## src/hdl/assert_macros.svh

```systemverilog
// Assertion helpers; every use samples clk and is disabled while rst_n is low.
`ifndef ASSERT_MACROS_SVH
`define ASSERT_MACROS_SVH

`ifndef ASSERT_OFF
// Same-cycle implication
`define ASSERT_IMP(label, ante, cons) \
  label: assert property (@(posedge clk) disable iff (!rst_n) (ante) |-> (cons)) \
    else $error("same-cycle implication violated");
// Next-cycle implication
`define ASSERT_NXT(label, ante, cons) \
  label: assert property (@(posedge clk) disable iff (!rst_n) (ante) |=> (cons)) \
    else $error("next-cycle implication violated");
`else
`define ASSERT_IMP(label, ante, cons)
`define ASSERT_NXT(label, ante, cons)
`endif

`endif

```

## src/hdl/htpp_pkg.sv

```systemverilog
package htpp_pkg;

  localparam logic [7:0] CH_QUOTE  = 8'h22;
  localparam logic [7:0] CH_BSLASH = 8'h5C;
  localparam logic [7:0] CH_EQ     = 8'h3D;
  localparam logic [7:0] CH_GT     = 8'h3E;
  localparam logic [7:0] CH_SPACE  = 8'h20;
  localparam logic [7:0] CH_COMMA  = 8'h2C;

  typedef enum logic [3:0] {
    PH_NONE  = 4'b0001,
    PH_KEY   = 4'b0010,
    PH_SEP   = 4'b0100,
    PH_VALUE = 4'b1000
  } phase_t;

  typedef enum logic [1:0] {
    KIND_NONE  = 2'd0,
    KIND_KEY   = 2'd1,
    KIND_VALUE = 2'd2
  } kind_t;

  typedef enum logic [2:0] {
    ERR_OK        = 3'd0,
    ERR_BAD_ESC   = 3'd1,
    ERR_EQ_VALUE  = 3'd2,
    ERR_EQ_EARLY  = 3'd3,
    ERR_GT_UNQ    = 3'd4,
    ERR_GT_MISPL  = 3'd5,
    ERR_ESC_OUT   = 3'd6
  } err_t;

  typedef struct packed {
    phase_t phase;
    logic   in_quotes;
    logic   escape_pending;
    logic   error_hold;
  } state_t;

  typedef struct packed {
    logic [7:0] ch;
    kind_t      kind;
    logic       done;
    err_t       err;
  } res_t;

  localparam state_t ST_RESET = '{
    phase:          PH_NONE,
    in_quotes:      1'b0,
    escape_pending: 1'b0,
    error_hold:     1'b0
  };

endpackage

```

## src/hdl/hstore_text_pair_parser_top.sv

```systemverilog
// Path: an accepted byte waits in the input register, and its result in the result register.
// Throughput: one byte per cycle unless out_tready stalls; the parse state updates as a byte
// leaves the input register for a free result register; out_tready stalls both registers.
// Reset: synchronous, active-low rst_n; empties both registers and returns the parser
// to before-key, unquoted, with no pending escape or held error.
`include "assert_macros.svh"

module hstore_text_pair_parser_top (
  input  logic       clk,
  input  logic       rst_n,
  input  logic       in_tvalid,
  output logic       in_tready,
  input  logic [7:0] in_tdata,   // [7:0] in_byte
  input  logic       in_tlast,   // last_byte
  output logic       out_tvalid,
  input  logic       out_tready,
  output logic [7:0] out_tdata,  // [7:0] out_char
  output logic [4:0] out_tuser,  // [1:0] out_kind, [4:2] error_code
  output logic       out_tlast   // pair_end
);

  logic             s1_valid_r;
  logic [7:0]       s1_byte_r;
  logic             s1_last_r;
  logic             out_valid_r;
  htpp_pkg::res_t   out_res_r;
  htpp_pkg::state_t st_r;
  htpp_pkg::state_t st_nxt;
  htpp_pkg::res_t   res_nxt;
  logic             out_free;
  logic             s1_adv;
  logic             in_acc;

  assign out_free  = !out_valid_r || out_tready;
  assign s1_adv    = s1_valid_r && out_free;
  assign in_tready = !s1_valid_r || out_free;
  assign in_acc    = in_tvalid && in_tready;

  htpp_step u_step (
    .st_i   (st_r),
    .byte_i (s1_byte_r),
    .last_i (s1_last_r),
    .st_o   (st_nxt),
    .res_o  (res_nxt)
  );

  always_ff @(posedge clk) begin
    if (!rst_n) begin
      s1_valid_r  <= 1'b0;
      out_valid_r <= 1'b0;
      st_r        <= htpp_pkg::ST_RESET;
    end else begin
      if (in_acc) begin
        s1_valid_r <= 1'b1;
      end else if (s1_adv) begin
        s1_valid_r <= 1'b0;
      end
      if (s1_adv) begin
        out_valid_r <= 1'b1;
        st_r        <= st_nxt;
      end else if (out_tready) begin
        out_valid_r <= 1'b0;
      end
    end
  end

  // payload: hold while stalled
  always_ff @(posedge clk) begin
    if (in_acc) begin
      s1_byte_r <= in_tdata;
      s1_last_r <= in_tlast;
    end
    if (s1_adv) begin
      out_res_r <= res_nxt;
    end
  end

  assign out_tvalid = out_valid_r;
  assign out_tdata  = out_res_r.ch;
  assign out_tuser  = {out_res_r.err, out_res_r.kind};
  assign out_tlast  = out_res_r.done;

  `ASSERT_IMP(a_err_quiet, out_valid_r && out_res_r.err != htpp_pkg::ERR_OK, out_res_r.kind == htpp_pkg::KIND_NONE && !out_res_r.done)
  `ASSERT_IMP(a_nochar_zero, out_valid_r && out_res_r.kind == htpp_pkg::KIND_NONE, out_res_r.ch == 8'h00)
  `ASSERT_NXT(a_hold_silent, s1_adv && st_r.error_hold, out_res_r.err == htpp_pkg::ERR_OK && out_res_r.kind == htpp_pkg::KIND_NONE && !out_res_r.done)
  `ASSERT_NXT(a_last_clears, s1_adv && s1_last_r, st_r == htpp_pkg::ST_RESET)
  `ASSERT_NXT(a_s1_holds, s1_valid_r && !s1_adv, s1_valid_r)

endmodule

```

## src/hdl/htpp_step.sv

```systemverilog
module htpp_step (
  input  htpp_pkg::state_t st_i,
  input  logic [7:0]       byte_i,
  input  logic             last_i,
  output htpp_pkg::state_t st_o,
  output htpp_pkg::res_t   res_o
);

  htpp_pkg::phase_t ph;
  htpp_pkg::phase_t ph_n;
  htpp_pkg::state_t nx;
  htpp_pkg::err_t   err;
  logic             field;
  logic             q;
  logic             emit;
  logic             done;

  always_comb begin
    unique case (st_i.phase)
      htpp_pkg::PH_KEY, htpp_pkg::PH_SEP, htpp_pkg::PH_VALUE: ph = st_i.phase;
      default: ph = htpp_pkg::PH_NONE;
    endcase
  end

  assign field = (ph == htpp_pkg::PH_KEY) || (ph == htpp_pkg::PH_VALUE);
  assign q     = st_i.in_quotes;

  always_comb begin
    nx    = st_i;
    ph_n  = ph;
    err   = htpp_pkg::ERR_OK;
    emit  = 1'b0;
    done  = 1'b0;
    res_o = '{ch: 8'h00, kind: htpp_pkg::KIND_NONE, done: 1'b0, err: htpp_pkg::ERR_OK};
    if (st_i.error_hold) begin
      // drop bytes until the string ends
      if (last_i) begin
        nx = htpp_pkg::ST_RESET;
      end
    end else begin
      priority if (st_i.escape_pending) begin
        if (byte_i == htpp_pkg::CH_QUOTE || byte_i == htpp_pkg::CH_BSLASH) begin
          if (field) begin
            emit              = 1'b1;
            nx.escape_pending = 1'b0;
          end else begin
            err = htpp_pkg::ERR_ESC_OUT;
          end
        end else begin
          err = htpp_pkg::ERR_BAD_ESC;
        end
      end else if (byte_i == htpp_pkg::CH_BSLASH) begin
        nx.escape_pending = 1'b1;
      end else if (byte_i == htpp_pkg::CH_EQ) begin
        priority if (!q && ph == htpp_pkg::PH_KEY) begin
          ph_n = htpp_pkg::PH_SEP;
        end else if (!q && ph == htpp_pkg::PH_VALUE) begin
          err = htpp_pkg::ERR_EQ_VALUE;
        end else if (q && field) begin
          emit = 1'b1;
        end else if (ph == htpp_pkg::PH_NONE) begin
          err = htpp_pkg::ERR_EQ_EARLY;
        end else begin
          // ignore in the separator
        end
      end else if (byte_i == htpp_pkg::CH_GT) begin
        priority if (!q && field) begin
          err = htpp_pkg::ERR_GT_UNQ;
        end else if (q && field) begin
          emit = 1'b1;
        end else if (ph != htpp_pkg::PH_SEP) begin
          err = htpp_pkg::ERR_GT_MISPL;
        end else begin
          // ignore in the separator
        end
      end else if (byte_i == htpp_pkg::CH_QUOTE) begin
        if (field) begin
          nx.in_quotes = 1'b0;
          if (ph == htpp_pkg::PH_VALUE) begin
            done = 1'b1;
          end else begin
            ph_n = htpp_pkg::PH_SEP;
          end
        end else begin
          ph_n = (ph == htpp_pkg::PH_NONE) ? htpp_pkg::PH_KEY : htpp_pkg::PH_VALUE;
          nx.in_quotes = 1'b1;
        end
      end else if (byte_i == htpp_pkg::CH_SPACE || byte_i == htpp_pkg::CH_COMMA) begin
        if (field) begin
          priority if (q) begin
            emit = 1'b1;
          end else if (ph == htpp_pkg::PH_VALUE) begin
            done = 1'b1;
          end else begin
            ph_n = htpp_pkg::PH_SEP;
          end
        end
      end else begin
        // plain character opens a field where none is open
        if (!field) begin
          ph_n = (ph == htpp_pkg::PH_NONE) ? htpp_pkg::PH_KEY : htpp_pkg::PH_VALUE;
        end
        emit = 1'b1;
      end

      if (err != htpp_pkg::ERR_OK) begin
        nx = st_i;
        if (last_i) begin
          nx = htpp_pkg::ST_RESET;
        end else begin
          nx.error_hold = 1'b1;
        end
        res_o.err = err;
      end else begin
        if (done) begin
          ph_n              = htpp_pkg::PH_NONE;
          nx.in_quotes      = 1'b0;
          nx.escape_pending = 1'b0;
        end
        nx.phase = ph_n;
        if (last_i) begin
          done = 1'b1;
          nx   = htpp_pkg::ST_RESET;
        end
        res_o.done = done;
        if (emit) begin
          res_o.ch   = byte_i;
          res_o.kind = (ph_n == htpp_pkg::PH_KEY) ? htpp_pkg::KIND_KEY
                                                  : htpp_pkg::KIND_VALUE;
        end
      end
    end
  end

  assign st_o = nx;

endmodule

```

## config.mk

```make
export PLATFORM = sky130hd
export DESIGN_NAME = hstore_text_pair_parser_top
export DESIGN_NICKNAME = d
export VERILOG_FILES = /design/src/hdl/htpp_pkg.sv /design/src/hdl/hstore_text_pair_parser_top.sv /design/src/hdl/htpp_step.sv
export VERILOG_INCLUDE_DIRS = /design/src /design/src/hdl
export SDC_FILE = /design/constraint.sdc
export NUM_CORES = 1
export LEC_CHECK = 0
export BUFFER_PORTS_ARGS = -buffer_cell sky130_fd_sc_hd__clkbuf_2
export CAP_MARGIN = 30
export CORE_MARGIN = 1.5
export CORE_UTILIZATION = 50
export DETAILED_ROUTE_END_ITERATION = 10
export GPL_TIMING_DRIVEN = 0
export PLACE_DENSITY = 0.84
export SYNTH_ARGS = -nofsm -noshare
export SYNTH_HDL_FRONTEND = slang
export SYNTH_SLANG_ARGS = --single-unit
```

## constraint.sdc

```tcl
create_clock -name clk -period 3.23 [get_ports clk]
set_input_delay 0 -clock clk [delete_from_list [all_inputs] [get_ports clk]]
set_output_delay 0 -clock clk [all_outputs]
set_load 0.005 [all_outputs]
```

**After elaboration in Yosys (flattened, before gate mapping)**

Index checks and enable logic that the tools add are counted.

- Eq/ne operators: 20
- Muxes and demuxes: 79
- Bitwise gates (word level): 2
- Reduce and logical (&&, ||, !) cells: 24

Operators with widths:

| operator | count |
|---|---|
| 4-bit 2-to-1 mux | 17 |
| 1-bit 2-to-1 mux | 41 |
| 8-bit by 6-bit equality test with 1-bit output, second input constant | 5 |
| 3-bit 2-to-1 mux | 13 |
| 7-bit 2-to-1 mux | 4 |
| 4-bit by 2-bit equality test with 1-bit output, second input constant | 3 |
| 3-bit inequality test, second input constant | 3 |
| 4-bit equality test, second input constant | 2 |
| 8-bit by 7-bit equality test with 1-bit output, second input constant | 1 |
| 8-bit AND reduction | 1 |
| 1-bit logical AND | 6 |
| 2-bit 2-to-1 mux | 3 |
| 6-bit 2-to-1 mux | 1 |
| 3-bit nonzero test | 2 |
| 3-bit OR reduction | 2 |
| 1-bit logical OR | 5 |
| 4-bit by 1-bit equality test with 1-bit output, second input constant | 1 |
| 4-bit by 3-bit equality test with 1-bit output, second input constant | 1 |
| 2-bit inequality test, second input constant | 2 |
| 4-bit by 3-bit inequality test with 1-bit output, second input constant | 1 |
| 2-bit nonzero test | 2 |
| 2-bit OR reduction | 2 |
| 1-bit zero test | 3 |
| 3-bit by 2-bit inequality test with 1-bit output, second input constant | 1 |
| other kinds (2) | 3 |

- Flip-flop bits (word level): 32
- Output and inout bits: 16

**Longest topological paths before layout**

Gate-level depths: netlist of the first run.

- Depth in word-level cells: 20
- Mapped depth: 8
- Mapped depth without buffers: 6

**Cells and area by module**

From an unflattened synthesis of the first run, not the netlist that was laid out.

- Cells, all modules: 183
- Area, all modules: 1884.3 um^2

By module, submodules not included:

| module | times used | cells an instance | area an instance (um^2) | sequential area each (um^2) |
|---|---|---|---|---|
| hstore_text_pair_parser_top | 1 | 62 | 1067.3 | 870.8 |
| htpp_step | 1 | 121 | 817.0 | 0.0 |

**Worst setup path after synthesis of the first run**

Ideal clock, no wire load.

- Path type: register to register
- From: register s1_byte_r[1]
- To: register st_r[3] (netlist bit)
- Library setup time: 122 ps
- Arrival time: 2267 ps
- Data required time: 3108 ps
- Slack: 841 ps
- Stages on the path, launching flop included: 7
- Buffers on the path: 0
- Clock period less this slack: 2389 ps
- Cell sequence: edfxtp_1 > or4b_1 > or3_1 > a21oi_1 > o2111ai_1 > or2_4 > o32a_1

- Word-level cells in the longest chain between the ends: 15
- Elaborated cells between the ends (all ways): 36
- Those cells by class: eq/ne: 7; mux: 25; reduce/logical: 4

Ends and longest elaborated chain:

| item | line | source |
|---|---|---|
| start, declared | hstore_text_pair_parser_top.sv:23 | `logic [7:0] s1_byte_r;` |
| start signal, assigned | hstore_text_pair_parser_top.sv:70 | `s1_byte_r <= in_tdata;` |
| 8-bit by 6-bit equality test with 1-bit output | htpp_step.sv:88 | `end else if (byte_i == htpp_pkg::CH_SPACE \|\| byte_i == htpp_pkg::CH_COMMA) begin` |
| 1-bit logical OR | htpp_step.sv:88 |  |
| 1-bit 2-to-1 mux | htpp_step.sv:88 |  |
| 1-bit 2-to-1 mux | htpp_step.sv:76 | `end else if (byte_i == htpp_pkg::CH_QUOTE) begin` |
| 1-bit 2-to-1 mux | htpp_step.sv:66 | `end else if (byte_i == htpp_pkg::CH_GT) begin` |
| 1-bit 2-to-1 mux | htpp_step.sv:54 | `end else if (byte_i == htpp_pkg::CH_EQ) begin` |
| 1-bit 2-to-1 mux | htpp_step.sv:52 | `end else if (byte_i == htpp_pkg::CH_BSLASH) begin` |
| 1-bit 2-to-1 mux | htpp_step.sv:41 | `priority if (st_i.escape_pending) begin` |
| 1-bit 2-to-1 mux | htpp_step.sv:35 | `if (st_i.error_hold) begin` |
| 4-bit 2-to-1 mux | htpp_step.sv:115 | `if (done) begin` |
| 4-bit 2-to-1 mux | htpp_step.sv:106 | `if (err != htpp_pkg::ERR_OK) begin` |
| 4-bit 2-to-1 mux | htpp_step.sv:35 |  |
| 7-bit 2-to-1 mux | htpp_step.sv:121 | `if (last_i) begin` |
| 7-bit 2-to-1 mux | htpp_step.sv:106 |  |
| 7-bit 2-to-1 mux | htpp_step.sv:35 |  |
| end signal, assigned | hstore_text_pair_parser_top.sv:51 | `st_r <= htpp_pkg::ST_RESET;` |
| end signal, assigned | hstore_text_pair_parser_top.sv:60 | `st_r <= st_nxt;` |
| end, declared | hstore_text_pair_parser_top.sv:27 | `htpp_pkg::state_t st_r;` |

Several ways; a longest one is shown, not always the timed one. The select of a mux whose other input is x is not followed.
A chain may end at the register's enable or synchronous reset.

**Worst setup path in the final report of the first run**

- From: register s1_byte_r[7]
- To: register out_res_r (netlist bit out_tdata[6]) (data pin)

- Word-level cells in the longest chain between the ends: 11
- Elaborated cells between the ends (all ways): 25
- Those cells by class: eq/ne: 6; mux: 14; bitwise: 1; reduce/logical: 4

Ends and longest elaborated chain:

| item | line | source |
|---|---|---|
| 8-bit by 6-bit equality test with 1-bit output | htpp_step.sv:88 |  |
| 1-bit logical OR | htpp_step.sv:88 |  |
| 1-bit 2-to-1 mux | htpp_step.sv:88 |  |
| 1-bit 2-to-1 mux | htpp_step.sv:76 |  |
| 1-bit 2-to-1 mux | htpp_step.sv:66 |  |
| 1-bit 2-to-1 mux | htpp_step.sv:54 |  |
| 1-bit 2-to-1 mux | htpp_step.sv:52 |  |
| 1-bit 2-to-1 mux | htpp_step.sv:41 |  |
| 1-bit 2-to-1 mux | htpp_step.sv:35 |  |
| 1-bit NOT (no line) | -- |  |
| 3-bit OR reduction (no line) (*) | -- |  |
| end signal, assigned | hstore_text_pair_parser_top.sv:74 | `out_res_r <= res_nxt;` |
| end, declared | hstore_text_pair_parser_top.sv:26 | `htpp_pkg::res_t out_res_r;` |

Every way passes the cells marked *; elsewhere a longest branch is shown, timed or not. The select of a mux whose other input is x is not followed.

==> results of run 1 <==
-- layout make-up --
type | instances | share of cell area
Buffer | 4 | 0.00883
Clock buffer | 7 | 0.0227
Clock inverter | 1 | 0.00252
Inverter | 5 | 0.00946
Multi-Input combinational cell | 107 | 0.359
Sequential cell | 32 | 0.439
Tap cell | 44 | 0.0277
Timing Repair Buffer | 40 | 0.131
-- registers in the layout (all words and copies together), names as in the netlist --
signal,count
out_tuser,5
s1_valid_r,1
out_tvalid,1
s1_last_r,1
out_tlast,1
st_r,7
s1_byte_r,8
out_tdata,8
-- per-stage QoR --
step | power (µW) | utilization | std cells | hold slack, ns
after floorplan | 518 | - | 148 | 0.0989
after global placement | 542 | 0.594 | 220 | 0.178
after detailed placement | 546 | 0.594 | 220 | 0.180
after CTS | 768 | 0.650 | 240 | 0.00305
after global routing | 795 | 0.650 | 240 | 0.0723
final | 770 | 0.650 | 240 | 0.0612
-- final timing paths --
check	cells after the start	end	startpoint
setup / recovery	6	out_tdata[6]	s1_byte_r[7]
hold / removal	3	out_tvalid	out_tready
setup reg to reg	6	out_tdata[6]	s1_byte_r[7]
hold reg to reg	1	out_tvalid	s1_valid_r
-- metal layers --
metal | part of all wire | vias to the layer above | global-route usage
met5 | 0 | - | 0
met4 | 0.018 | 0 | 0.124
met3 | 0.061 | 9 | 0.0606
met2 | 0.51 | 58 | 0.430
met1 | 0.41 | 658 | 0.325
li1 | - | 665 | -
-- cell families (layout without fill, tap and decap cells) --
kind of cell	Yosys count	count (layout)	share of synthesized area
flops	32	32	0.538
buf+inv	9	57	0.0224
compound gates	37	37	0.182
simple gates	66	66	0.236
xor+xnor	4	4	0.0216
-- layout by cell type, fill, tap and decap left out, types with 3 or more instances in the layout --
cell type and n:
sky130_fd_sc_hd__clkbuf_2 28, sky130_fd_sc_hd__and2_1 10, sky130_fd_sc_hd__nor2b_1 4, sky130_fd_sc_hd__clkbuf_4 5, sky130_fd_sc_hd__inv_1 5, sky130_fd_sc_hd__a31oi_1 4, sky130_fd_sc_hd__o21ai_0 3, sky130_fd_sc_hd__nor3_1 3
sky130_fd_sc_hd__nand2b_1 4, sky130_fd_sc_hd__nor4_1 3, sky130_fd_sc_hd__or3_1 4, sky130_fd_sc_hd__a21oi_1 3, sky130_fd_sc_hd__nand3_1 5, sky130_fd_sc_hd__dlygate4sd3_1 12, sky130_fd_sc_hd__edfxtp_1 23, sky130_fd_sc_hd__clkbuf_1 4
sky130_fd_sc_hd__nand2_1 10, sky130_fd_sc_hd__dfxtp_1 9, sky130_fd_sc_hd__nor4b_1 3, sky130_fd_sc_hd__xnor2_1 3, sky130_fd_sc_hd__nor2_1 12
-- power by group through the flow --
stage               registers (µW)  clock network, µW  logic [µW]
floorplan                      480                  0        38.1
global placement               481                  0        61.5
detailed placement             482                  0        64.6
CTS                            472                220        76.1
global route                   475                235        84.9
finish                         473                220        77.4
-- worst min-delay path, stage by stage --
cell	delay, ns
sky130_fd_sc_hd__clkbuf_2	0.09
sky130_fd_sc_hd__nor2b_1	0.08
sky130_fd_sc_hd__o21a_1	0.18
==> flow_metrics.env, run 1 <==
export IMPL_status="complete, no violations"
export IMPL_fin_skew_ns=0.00889
export IMPL_worst_path_dominant_cell_family="simple AND/OR/NAND/NOR gates"
export IMPL_grt_overflow_total=0
export IMPL_max_clock_path_buffers=2
export IMPL_max_freq_mhz=346
export IMPL_die_area_um2=3590
export IMPL_power_share_switching=0.242
export IMPL_wire_length_of_the_first_global_routing_pass_mm=6.58
export IMPL_critPathMaxStageDelay_ns=0.75
export IMPL_slew_headroom=0.448
export IMPL_crit_path_cell_chain="nor4b_1, nand2_1, a21oi_1, nor2_1, a211oi_2, and2_1"
export IMPL_routed_wirelength_mm=4.10
export IMPL_synth_cell_type_count=47
export IMPL_ctsHoldBuffers=12
export IMPL_cts_root_buf="sky130_fd_sc_hd__clkbuf_4"
export IMPL_floorplan_core_area_um2=3050
export IMPL_leakage_uw=0.000759
export IMPL_worstMarginPinSlew_ns=0.816
export IMPL_worst_setup_path_end_kind="flop"
export IMPL_finish_instance_area_um2=1980
export IMPL_placement_cell_area_um2=1810
export IMPL_fillCellCount=258
export IMPL_post_synth_main_area_contributors="sky130_fd_sc_hd__edfxtp_1 43%, sky130_fd_sc_hd__dfxtp_1 11%, sky130_fd_sc_hd__and2_1 3.9%"
export IMPL_synth_seq_area_share=0.538
export IMPL_post_cts_resized_instances=0
export IMPL_antennaDiodeCount=0
export IMPL_internal_power_uw=584
export IMPL_die_height_um=59.9
export IMPL_ff_to_ff_setup_slack_ns=0.34
export IMPL_worst_setup_hold_path_clk_slew_ns=0.10
export IMPL_worst_ep_arrival_time_ns=3.10
export IMPL_fin_setup_tns_ns=0
export IMPL_grt_start_max_net_pins=18
export IMPL_setup_worst_path_start_class="flop"
export IMPL_yosysWarnings=0
export IMPL_post_synth_cell_area_avg_um2=10.9
export IMPL_power_switching_uw=187
export IMPL_yosys_cell_count_top_type="sky130_fd_sc_hd__edfxtp_1"
export IMPL_yosysTopAreaCell="sky130_fd_sc_hd__edfxtp_1"
export IMPL_slew_violations=0
export IMPL_synth_ff_latch_count=32
export IMPL_gr_usage_all_layers=0.262
export IMPL_place_gp_congestion=0.914
export IMPL_chip_width_um=59.9
export IMPL_layout_area_overhead_vs_synth_pct=22.6
export IMPL_p_comb_frac=0.100
export IMPL_post_route_drc_violation_count=0
export IMPL_htreeDepth=2
export IMPL_hpwlAfterDp_mm=2.78
export IMPL_post_cts_buffers=0
export IMPL_vias=1390
export IMPL_post_route_cells_drive_above_1_share=0.214
export IMPL_synth_common_cells="23 x sky130_fd_sc_hd__edfxtp_1, 12 x sky130_fd_sc_hd__nor2_1, 10 x sky130_fd_sc_hd__and2_1, 10 x sky130_fd_sc_hd__nand2_1, 9 x sky130_fd_sc_hd__dfxtp_1"
export IMPL_timing_critical_path_slowest_stage_cell="sky130_fd_sc_hd__nor4b_1"
export IMPL_seqCellArea_um2=871
export IMPL_rsz0062_at_grt="no"
export IMPL_setup_viol=0
export IMPL_post_synth_inst_count=148
export IMPL_power_density_cell_area_nw_per_um2=388
export IMPL_antenna_found_initial=0
export IMPL_first_global_vias=1360
export IMPL_p_clk_frac=0.286
export IMPL_post_synth_top_area_fraction=0.427
export IMPL_power_share_sequential=0.614
export IMPL_final_nets=208
export IMPL_min_period_ns=2.89
export IMPL_boundaryPins=29
export IMPL_timing_setup_critical_path_class="reg -> reg"
export IMPL_std_cell_rows=20
export IMPL_dp_worst_setup_slack_ns=0.438
export IMPL_floorplan_initialDensity=0.530
export IMPL_tritoncts_num_buffers=5
export IMPL_routed_wire_length_per_instance_um=17.1
export IMPL_path_buf_inv=0
export IMPL_vdd_drop_max_uv=341
export IMPL_timing_final_hold_violations=0
export IMPL_setup_ws_ns=0.336
export IMPL_maximum_capacitance_violations=0
export IMPL_asyncSetResetFlopFracSynth=0
export IMPL_clock_latency_ns=0.34
export IMPL_synth_edf_count=23
export IMPL_critical_path_peak_fanout=10
export IMPL_total_nets_after_synthesis=161
export IMPL_cts_tree="built"
export IMPL_synthFlopType="sky130_fd_sc_hd__edfxtp_1"
export IMPL_drtPass1Iterations=4
export IMPL_syn_cell_area_um2=1620
export IMPL_cts_num_sinks=32
export IMPL_finalCritPeriodShare=0.896
export IMPL_multiInputGateArea_um2=712
export IMPL_vias_per_cell=5.79
export IMPL_timing_critical_path_required_ns=3.44
export IMPL_detailed_route_iter0_violations=103
export IMPL_ant_nets=0
export IMPL_hold_path_class="in -> reg"
export IMPL_portBuffers=28
Note: power is estimated with default switching activity, not from simulation.
==> run 2: changes to the inputs <==
--- a/config.mk
+++ b/config.mk
@@ -12,7 +12,7 @@
 export CORE_UTILIZATION = 50
 export DETAILED_ROUTE_END_ITERATION = 10
 export GPL_TIMING_DRIVEN = 0
-export PLACE_DENSITY = 0.84
+export PLACE_DENSITY = 0.81
 export SYNTH_ARGS = -nofsm -noshare
 export SYNTH_HDL_FRONTEND = slang
 export SYNTH_SLANG_ARGS = --single-unit
==> run 2 against run 1 <==
Combinational power fell by 2%. Sequential share of layout area shrank 0.055 points. Die area is the same. Clock-buffer cell count down 1. Highest routed layer unchanged. Global-route usage decreased by 3.7 points. Power is 0.91% lower. Final area increased by 0.13%. Critical path depth unchanged. Sequential cell count is the same.
==> flow_metrics.env, run 2 (same netlist as run 1, synthesis figures left out) <==
export IMPL_detailed_route_iter0_violations=61
export IMPL_setup_worst_path_start_class="flop"
export IMPL_antennaDiodeCount=0
export IMPL_p_comb_frac=0.100
export IMPL_critical_path_peak_fanout=10
export IMPL_std_cell_rows=20
export IMPL_ant_nets=0
export IMPL_worst_r2r_cell_count=6
export IMPL_slew_violations=0
export IMPL_worst_setup_path_end_kind="flop"
export IMPL_grt_start_max_net_pins=18
export IMPL_vias=1374
export IMPL_hold_path_startpoint="out_tready"
export IMPL_gr_usage_all_layers=0.225
export IMPL_worstMarginPinSlew_ns=0.741
export IMPL_internal_power_uw=582
export IMPL_maximum_capacitance_violations=0
export IMPL_min_period_ns=2.81
export IMPL_status="complete, no violations"
export IMPL_place_gp_congestion=0.887
export IMPL_worst_ep_arrival_time_ns=3.01
export IMPL_hold_path_class="in -> reg"
export IMPL_post_cts_resized_instances=0
export IMPL_cts_tree="built"
export IMPL_final_nets=208
export IMPL_antenna_found_initial=0
export IMPL_holdPathStages=3
export IMPL_power_share_switching=0.238
export IMPL_leakage_uw=0.000756
export IMPL_wire_length_of_the_first_global_routing_pass_mm=5.81
export IMPL_hpwlAfterDp_mm=2.64
export IMPL_timing_setup_critical_path_class="reg -> reg"
export IMPL_mostFrequentLayoutCell="sky130_fd_sc_hd__clkbuf_2"
export IMPL_power_density_cell_area_nw_per_um2=384
export IMPL_post_route_cells_drive_above_1_share=0.214
export IMPL_vdd_drop_max_uv=264
export IMPL_hold_end="out_tvalid"
export IMPL_p_clk_frac=0.281
export IMPL_boundaryPins=29
export IMPL_first_global_vias=1279
export IMPL_clock_latency_ns=0.33
export IMPL_reg2reg_from="s1_byte_r[7]"
export IMPL_layout_area_overhead_vs_synth_pct=22.7
export IMPL_post_route_drc_violation_count=0
export IMPL_timing_critical_path_required_ns=3.43
export IMPL_rsz0062_at_grt="no"
export IMPL_drtPass1Iterations=4
export IMPL_power_share_sequential=0.619
export IMPL_cts_num_sinks=32
export IMPL_portBuffers=28
export IMPL_dp_worst_setup_slack_ns=0.491
export IMPL_max_clock_path_buffers=2
export IMPL_floorplan_initialDensity=0.530
export IMPL_grt_overflow_total=0
export IMPL_htreeDepth=2
export IMPL_worst_setup_hold_path_clk_slew_ns=0.09
export IMPL_floorplan_core_area_um2=3050
export IMPL_startpoint="s1_byte_r[7]"
export IMPL_tritoncts_num_buffers=5
export IMPL_ff_to_ff_setup_slack_ns=0.42
export IMPL_routed_wirelength_mm=3.64
export IMPL_slew_headroom=0.499
export IMPL_fin_setup_tns_ns=0
export IMPL_power_switching_uw=182
export IMPL_vias_per_cell=5.73
export IMPL_timing_final_hold_violations=0
export IMPL_most_common_layout_cells="28 x sky130_fd_sc_hd__clkbuf_2, 23 x sky130_fd_sc_hd__edfxtp_1, 12 x sky130_fd_sc_hd__nor2_1, 12 x sky130_fd_sc_hd__dlygate4sd3_1"
export IMPL_setup_ws_ns=0.419
export IMPL_die_height_um=59.9
export IMPL_finalCritPeriodShare=0.870
export IMPL_r2r_end="out_tdata[3]"
export IMPL_chip_width_um=59.9
export IMPL_fin_skew_ns=0.00554
export IMPL_setup_viol=0
export IMPL_fillCellCount=249
export IMPL_routed_wire_length_per_instance_um=15.2
export IMPL_die_area_um2=3590
export IMPL_cts_root_buf="sky130_fd_sc_hd__clkbuf_4"
export IMPL_max_freq_mhz=356
## run 2: cell type report
| class | count | area (µm²) | area share |
|---|---|---|---|
| plain buffers | 4 | 17.5 | 0.00882 |
| clock buffers | 6 | 41.3 | 0.0208 |
| clock inverters | 2 | 11.3 | 0.00567 |
| inverters | 5 | 18.8 | 0.00945 |
| multi-input cells | 107 | 712 | 0.358 |
| flip-flops and latches | 32 | 871 | 0.438 |
| well taps | 44 | 55.1 | 0.0277 |
| repair buffers | 40 | 260 | 0.131 |
## run 2: worst max path at each step
stage | endpoint | slack, ns | cells past startpoint
floorplan | st_r[3] | 0.84 | 6
global placement | out_tdata[7] | 0.55 | 6
detailed placement | out_tdata[3] | 0.49 | 6
CTS | out_tdata[3] | 0.47 | 6
global route | out_tuser[1] | 0.19 | 6
finish | out_tdata[3] | 0.42 | 6
## run 2: worst max-delay path, cell delays in order (launching register included)
cell and delay, ns:
sky130_fd_sc_hd__edfxtp_1 0.48, sky130_fd_sc_hd__nor4b_1 0.68, sky130_fd_sc_hd__nand2_1 0.32, sky130_fd_sc_hd__a21oi_1 0.34, sky130_fd_sc_hd__nor2_1 0.17, sky130_fd_sc_hd__a211oi_2 0.47
sky130_fd_sc_hd__and2_1 0.21
## run 2: through the flow
step                instance area (µm²)  utilization  hold slack [ns]  power, µW  cells
CTS                                1990        0.651          0.00906        768    240
floorplan                          1620            -           0.0989        518    148
global route                       1990        0.651           0.0302        789    240
finish                             1990        0.651           0.0301        763    240
detailed placement                 1810        0.594            0.179        545    220
global placement                   1810        0.594            0.177        542    220
## run 2: metal layers
metal  part of all wire  up-vias  routed length, µm  GRT usage
li1                   -      668                  -          -
met1               0.41      639               1510      0.262
met2               0.51       58               1850      0.402
met3              0.062        9                227     0.0476
met4              0.015        0                 55     0.0857
met5                  0        -                  0          0
## run 2: what timing repair did
item | CTS | global route
endpoints found under the hold margin | 12 | 0
buffers inserted | 0 | 0
hold buffers | 12 | 0
## run 2: power groups by stage
stage,Clock [µW],Sequential [µW],Combinational (µW)
6_report,215,473,76.0
5_1_grt,231,475,82.7
4_1_cts,220,472,75.6
3_5_place_dp,0,482,63.8
3_3_place_gp,0,481,61.2
2_1_floorplan,0,480,38.1
